### src/rtl/tfn_pkg.sv
// Shared constants for the triangle face normal pipeline.
package tfn_pkg;
  localparam int SCALE_BITS   = 31;
  localparam int SQ_W         = 2 * SCALE_BITS;
  localparam int L2_W         = 64;
  localparam int ROOT_W       = 32;
  localparam int REM_W        = ROOT_W + 3;
  localparam int OUT_W        = 16;
  localparam int SMALL_BITS   = 5;
  localparam int DEGEN_SQ_MAX = 281;
endpackage

### src/rtl/tfn_isqrt.sv
// Pipelined integer square root, one root bit per stage, with sideband.
module tfn_isqrt #(
  parameter int SBW = 8
) (
  input  logic                       clk,
  input  logic                       rst,
  input  logic                       en,
  input  logic                       in_valid,
  input  logic [tfn_pkg::L2_W-1:0]   in_x,
  input  logic [SBW-1:0]             in_sb,
  output logic                       out_valid,
  output logic [tfn_pkg::ROOT_W-1:0] out_root,
  output logic [SBW-1:0]             out_sb
);
  localparam int RW = tfn_pkg::ROOT_W;
  localparam int MW = tfn_pkg::REM_W;
  localparam int XW = tfn_pkg::L2_W;

  logic          v    [RW+1];
  logic [MW-1:0] rem  [RW+1];
  logic [RW-1:0] root [RW+1];
  logic [XW-1:0] xr   [RW+1];
  logic [SBW-1:0] sb  [RW+1];

  assign v[0]    = in_valid;
  assign rem[0]  = '0;
  assign root[0] = '0;
  assign xr[0]   = in_x;
  assign sb[0]   = in_sb;

  for (genvar s = 1; s <= RW; s++) begin : g_stage
    logic [MW-1:0] rem_t;
    logic [MW-1:0] trial;
    always_comb begin
      rem_t = {rem[s-1][MW-3:0], xr[s-1][XW-1 -: 2]};
      trial = MW'({root[s-1], 2'b01});
    end
    always_ff @(posedge clk) begin
      if (rst) begin
        v[s] <= 1'b0;
      end else if (en) begin
        v[s] <= v[s-1];
      end
    end
    always_ff @(posedge clk) begin
      if (en) begin
        xr[s] <= {xr[s-1][XW-3:0], 2'b00};
        sb[s] <= sb[s-1];
        if (rem_t >= trial) begin
          rem[s]  <= rem_t - trial;
          root[s] <= {root[s-1][RW-2:0], 1'b1};
        end else begin
          rem[s]  <= rem_t;
          root[s] <= {root[s-1][RW-2:0], 1'b0};
        end
      end
    end
  end

  assign out_valid = v[RW];
  assign out_root  = root[RW];
  assign out_sb    = sb[RW];
endmodule

### config.mk
export PLATFORM = sky130hd
export DESIGN_NAME = tfn_isqrt
export DESIGN_NICKNAME = d
export VERILOG_FILES = /design/src/rtl/tfn_pkg.sv /design/src/rtl/tfn_isqrt.sv
export SDC_FILE = /design/constraint.sdc
export NUM_CORES = 2
export LEC_CHECK = 0
export BUFFER_PORTS_ARGS = -buffer_cell sky130_fd_sc_hd__buf_2
export CORE_ASPECT_RATIO = 0.7
export CORE_UTILIZATION = 65
export DETAILED_ROUTE_END_ITERATION = 10
export PLACE_DENSITY = 0.89
export SETUP_SLACK_MARGIN = 0.5
export SYNTH_ARGS = -nofsm -noshare
export SYNTH_HDL_FRONTEND = slang
export SYNTH_SLANG_ARGS = --single-unit
### constraint.sdc
create_clock -name clk -period 6.85 [get_ports clk]
set_input_delay 0 -clock clk [delete_from_list [all_inputs] [get_ports clk]]
set_output_delay 0 -clock clk [all_outputs]
set_load 0.1 [all_outputs]
# After elaboration in Yosys (flattened, before gate mapping)
# Index checks and enable logic that the tools add are counted.
# totals
register_bits	2801
in_bits	76
output_inout_bits	41
# classes
n_addsub	31
magnitude_cmp	32
n_mux	63
# op_table
cell	n
$mux W33	30
$ge A35 B10 Y1	1
$ge A35 B11 Y1	1
$ge A35 B12 Y1	1
$ge A35 B13 Y1	1
$ge A35 B14 Y1	1
$ge A35 B15 Y1	1
$ge A35 B16 Y1	1
$ge A35 B17 Y1	1
$ge A35 B18 Y1	1
$ge A35 B19 Y1	1
$ge A35 B20 Y1	1
$ge A35 B21 Y1	1
$ge A35 B22 Y1	1
$ge A35 B23 Y1	1
$ge A35 B24 Y1	1
$ge A35 B25 Y1	1
$ge A35 B26 Y1	1
$ge A35 B27 Y1	1
$ge A35 B28 Y1	1
$ge A35 B29 Y1	1
$ge A35 B3 Y1	1
$ge A35 B30 Y1	1
$ge A35 B31 Y1	1
other kinds (42)	73

# Depth between registers and ports, before layout
# logic_depth
ltp_word	2
depth_mapped	14

# Worst setup path before layout
# No wires, ideal clock.
# synth_path
path_kind	reg2reg
startpoint	register rem (netlist bit g_stage[28].rem_t[15])
endpoint	register rem (netlist bit g_stage[29].rem_t[28]), data pin
setup_time_ns	0.260
t_arrival_ns	3.060
required_ns	6.590
slack_ns	3.531
stages_incl_launch_ff	12
n_path_buf	2
cell_sequence	edfxtp_1 > ha_1 > clkbuf_1 > nand2_1 > nor2_1 > nand3_1 > or2_2 > o311a_1 > o22a_1 > o211ai_1 > clkbuf_1 > mux2_2
# synth_between
elab_chain_len	2
# synth_rtl
item	line_no	text
start: declaration	tfn_isqrt.sv:20	logic [MW-1:0] rem [RW+1];
start signal: indexed assignment	tfn_isqrt.sv:50	rem[s] <= rem_t - trial;
start signal: indexed assignment	tfn_isqrt.sv:53	rem[s] <= rem_t;
$sub A33 B29 Y33 or $ge A35 B29 Y1 (tied branches)	tfn_isqrt.sv:50, tfn_isqrt.sv:49	
$mux W33 *	tfn_isqrt.sv:49	if (rem_t >= trial) begin
# Mark *: on every way between the ends. The rest lies on a longest branch, timed or not.
# A chain may end at the register's enable or synchronous reset.

# Worst setup path in the final report
# layout_path
startpoint	register rem (netlist bit g_stage[27].rem_t[26])
endpoint	register rem (netlist bit g_stage[28].rem_t[8]), data pin
# layout_between
elab_chain_len	2
# layout_rtl
item	line_no
$ge A35 B28 Y1	tfn_isqrt.sv:49
$mux W33	tfn_isqrt.sv:49
# Every way passes these cells.

==> impl_metrics.prom <==
# TYPE chip_impl_metric gauge
chip_impl_metric{name="fin_crit",unit="ps"} 4630
chip_impl_metric{name="maxSlewHeadroom",unit="%"} 20.7
chip_impl_info{name="min_path_type",value="in -> reg"} 1
chip_impl_metric{name="cts.htree.levels",unit=""} 5
chip_impl_metric{name="min_period_over_period",unit="%"} 67.6
chip_impl_metric{name="number_of_top_level_pins",unit=""} 117
chip_impl_metric{name="synthesis.nets",unit=""} 10088
chip_impl_metric{name="global_route_wire_length_before_repair",unit="mm"} 438
chip_impl_metric{name="area_enclosed_by_the_die_boundary",unit="um^2"} 195000
chip_impl_metric{name="max_cap_viol_count",unit=""} 0
chip_impl_info{name="worst_setup_path_end_kind",value="flip-flop"} 1
chip_impl_metric{name="antenna_found_initial",unit=""} 5
chip_impl_metric{name="timing.critical_path.arrival",unit="ps"} 5190
chip_impl_info{name="crit_path_frequent_cell",value="sky130_fd_sc_hd__or3_1"} 1
chip_impl_metric{name="via_count",unit=""} 78829
chip_impl_info{name="mostFrequentLayoutCell",value="sky130_fd_sc_hd__edfxtp_1"} 1
chip_impl_metric{name="drt_wl_total",unit="mm"} 285
chip_impl_metric{name="syn_area_per_cell",unit="um^2"} 13.3
chip_impl_metric{name="drt_first_pass_iters",unit=""} 6
chip_impl_metric{name="finalSetupViolCount",unit=""} 0
chip_impl_metric{name="fp.dieW",unit="um"} 528
chip_impl_metric{name="worst_ep_required_time",unit="ps"} 7410
chip_impl_metric{name="routabilityCongestion",unit=""} 0.971
chip_impl_metric{name="report.final.slew_viol_count",unit=""} 0
chip_impl_metric{name="dp_hpwl",unit="mm"} 187
chip_impl_info{name="outcome",value="complete, no violations"} 1
chip_impl_metric{name="biggest_cell_delay_along_the_critical_path",unit="ps"} 720
chip_impl_metric{name="hold_viol",unit=""} 0
chip_impl_metric{name="dr.first_iter.drc_count",unit=""} 9866
chip_impl_metric{name="postSynth.asyncResetShare",unit="%"} 0
chip_impl_metric{name="drt-wirelength-per-cell",unit="um"} 22.5
chip_impl_info{name="setup_repair_after_global_routing_missed_its_margin",value="no"} 1
chip_impl_info{name="criticalPathCategory",value="reg -> reg"} 1
chip_impl_metric{name="max_clock_freq",unit="GHz"} 0.216
chip_impl_metric{name="synth_enable_flop_cells",unit=""} 2751
chip_impl_metric{name="syn-cell-area",unit="um^2"} 126000
chip_impl_metric{name="synth_sequential_area_ratio",unit="%"} 66.2
chip_impl_metric{name="cts_buffers",unit=""} 266
chip_impl_metric{name="place_worst_setup_slack",unit="ps"} 2460
chip_impl_metric{name="postLayoutSetupSlackWorst",unit="ps"} 2220
chip_impl_metric{name="rows",unit=""} 134
chip_impl_info{name="mostFrequentLayoutCells",value="2751 x sky130_fd_sc_hd__edfxtp_1, 706 x sky130_fd_sc_hd__inv_1, 657 x sky130_fd_sc_hd__nor2_1"} 1
chip_impl_metric{name="power-per-cell-area",unit="nW/um^2"} 337
chip_impl_info{name="synth_top_flop_cell",value="sky130_fd_sc_hd__edfxtp_1"} 1
chip_impl_metric{name="grt_util_all_layers",unit="%"} 28.8
chip_impl_metric{name="detail_route.vias_per_cell",unit=""} 6.24
chip_impl_metric{name="route.antenna.remaining_nets",unit=""} 0
chip_impl_metric{name="clock_latency",unit="ps"} 880
chip_impl_metric{name="placeableCoreArea",unit="um^2"} 191000
chip_impl_metric{name="syn-instance-count",unit=""} 9451
chip_impl_metric{name="floorplan.die.height",unit="um"} 370
chip_impl_metric{name="ys_types",unit=""} 96
chip_impl_metric{name="synth.ff_latch_count",unit=""} 2783
chip_impl_metric{name="grt_overflow",unit=""} 0
chip_impl_info{name="clock_tree_from_tritoncts",value="built"} 1
chip_impl_metric{name="drcViolationCount",unit=""} 0
chip_impl_metric{name="grt_pass1_vias",unit=""} 76172
chip_impl_info{name="crit_path_cell_trace",value="ha_1 > nand3_1 > or3_1 > or4_1 > nor4_1 > or3_1 > inv_1 > o311a_1 > inv_2 > mux2_2"} 1
chip_impl_metric{name="tritoncts_num_sinks",unit=""} 2783
chip_impl_metric{name="skew",unit="ps"} 80.0
chip_impl_metric{name="post_cts.repair.setup_buffers",unit=""} 0
chip_impl_metric{name="nets",unit=""} 10477
chip_impl_metric{name="cts.clk_slew.worst_paths",unit="ps"} 70
chip_impl_metric{name="p_leak",unit="nW"} 53.1
chip_impl_metric{name="power.ir.vdd_worst",unit="uV"} 242
chip_impl_metric{name="synth.yosys.warnings",unit=""} 0
chip_impl_info{name="startpoint_type",value="flip-flop"} 1
chip_impl_metric{name="ratio_of_cells_with_drive_above_1_in_the_final_layout",unit="%"} 7.21
chip_impl_metric{name="tns",unit="ps"} 0
chip_impl_metric{name="area_growth_syn_to_layout",unit="%"} 10.6
chip_impl_info{name="cpMaxStageDelayCell",value="sky130_fd_sc_hd__nor4_1"} 1
chip_impl_metric{name="grt_start_max_net_pins",unit=""} 194
chip_impl_info{name="cts.root.buffer_cell",value="sky130_fd_sc_hd__clkbuf_16"} 1
chip_impl_metric{name="worst_pin_slew",unit="ps"} 1190
chip_impl_metric{name="critical_path.n_buffers_inverters",unit=""} 2
chip_impl_metric{name="placement.io_buffers",unit=""} 116
chip_impl_info{name="worst_path_dominant_cell_family",value="simple AND/OR/NAND/NOR gates"} 1
chip_impl_metric{name="starting_density_of_the_core",unit="%"} 65.7
chip_impl_metric{name="longest_clk_path_bufs",unit=""} 4
chip_impl_metric{name="worst-path-max-fanout",unit=""} 46
[cells in the mapped netlist (all sizes together), types with 16 or more instances]
| library cell | number | area, um^2 |
|---|---|---|
| a211oi | 41 | 313 |
| a21boi | 28 | 210 |
| a21o | 239 | 1790 |
| a21oi | 629 | 3150 |
| a31oi | 47 | 300 |
| and2 | 37 | 234 |
| and3 | 44 | 275 |
| buf | 50 | 264 |
| clkbuf | 152 | 571 |
| dfxtp | 32 | 641 |
| edfxtp | 2751 | 82600 |
| ha | 561 | 7020 |
| inv | 709 | 2660 |
| mux2 | 86 | 968 |
| mux2i | 47 | 470 |
| nand2 | 576 | 2160 |
| nand2b | 105 | 664 |
| nand3 | 176 | 881 |
| nand3b | 25 | 188 |
| nand4 | 105 | 657 |
| nand4b | 16 | 140 |
| nor2 | 661 | 2480 |
| nor2b | 69 | 432 |
| nor3 | 201 | 1010 |
| nor3b | 24 | 190 |
| nor4 | 119 | 806 |
| o211ai | 44 | 344 |
| o21a | 92 | 691 |
| o21ai | 432 | 2160 |
| o21bai | 52 | 390 |
| o31a | 17 | 149 |
| o31ai | 55 | 413 |
| or2 | 51 | 319 |
| or3 | 85 | 542 |
| or4 | 58 | 447 |
| xnor2 | 433 | 3790 |
| xor2 | 365 | 3200 |
[worst min-delay path, delay by kind of cell]
kind | cells | cell delay [ps]
buffers and inverters | 2 | 820
AND/OR/NAND/NOR | 1 | 150
[kinds of logic (layout without fill, tap and decap cells)]
| family | Yosys count | after routing | share of synthesized area (%) |
|---|---|---|---|
| compound gates | 1868 | 1868 | 9.26 |
| other cells | 1 | 2 | 0.00298 |
| simple gates | 2394 | 2394 | 9.41 |
| flops | 2783 | 2783 | 66.2 |
| fa+ha+maj | 561 | 561 | 5.59 |
| buf+inv | 913 | 1501 | 2.79 |
| xor+xnor | 798 | 798 | 5.56 |
| mux | 133 | 133 | 1.15 |
[stage by stage]
step / util (%) / cell area [um^2] / hold slack, ps / power [mW] / instances
after global routing: 72.6 / 139000 / 172 / 48.7 / 12623
after detailed placement: 67.6 / 129000 / 178 / 32.4 / 12006
after floorplan: - / 126000 / 72.4 / 29.4 / 9451
after CTS: 72.6 / 139000 / 119 / 46.8 / 12623
after global placement: 67.6 / 129000 / 176 / 32.1 / 12006
final: 72.6 / 139000 / 170 / 46.9 / 12624
[per-layer routing]
metal | global-route usage, % | up-vias | wire length [um]
met5 | 0 | - | 0
met4 | 8.48 | 0 | 8560
met3 | 4.90 | 682 | 24300
met2 | 44.7 | 3956 | 130000
met1 | 42.3 | 38379 | 122000
li1 | - | 35812 | -
[flip-flops by register name, indices dropped and copies added, names as in the netlist]
| name | flops |
|---|---|
| v | 31 |
| out_valid | 1 |
| xr | 930 |
| out_sb | 8 |
| g_stage.rem_t | 1037 |
| out_root | 32 |
| g_stage.trial | 496 |
| sb | 248 |
[report_power, final]
| part | leakage (nW) | total [mW] | internal [mW] | switching, mW |
|---|---|---|---|---|
| combinational | 22.3 | 9.83 | 3.91 | 5.91 |
| sequential | 26.8 | 22.8 | 21.4 | 1.43 |
| clock | 4.02 | 14.3 | 7.88 | 6.40 |
[worst paths after layout]
| kind | from | end | slack (ps) | cells after the start |
|---|---|---|---|---|
| max | g_stage[27].rem_t[26] | g_stage[28].rem_t[8] | 2220 | 10 |
| min | rst | v[22] | 170 | 3 |
| max reg2reg | g_stage[27].rem_t[26] | g_stage[28].rem_t[8] | 2220 | 10 |
| min reg2reg | xr[1841] | xr[1779] | 400 | 0 |
[area by class of cell]
class | instances | area (um^2)
multi-input combinational | 5755 | 38900
clock buffer | 331 | 7040
inverter | 711 | 2670
fill | 11734 | 52300
sequential | 2783 | 83200
timing repair buffer | 323 | 2680
tap | 2584 | 3230
antenna | 1 | 2.50
clock inverter | 136 | 1150
[repair_timing]
item | CTS | global route
resized for setup | 0 | 0
hold buffers | 150 | 0
hold endpoints to repair | 307 | 0
No activity file was read; power rests on OpenSTA's default activity.
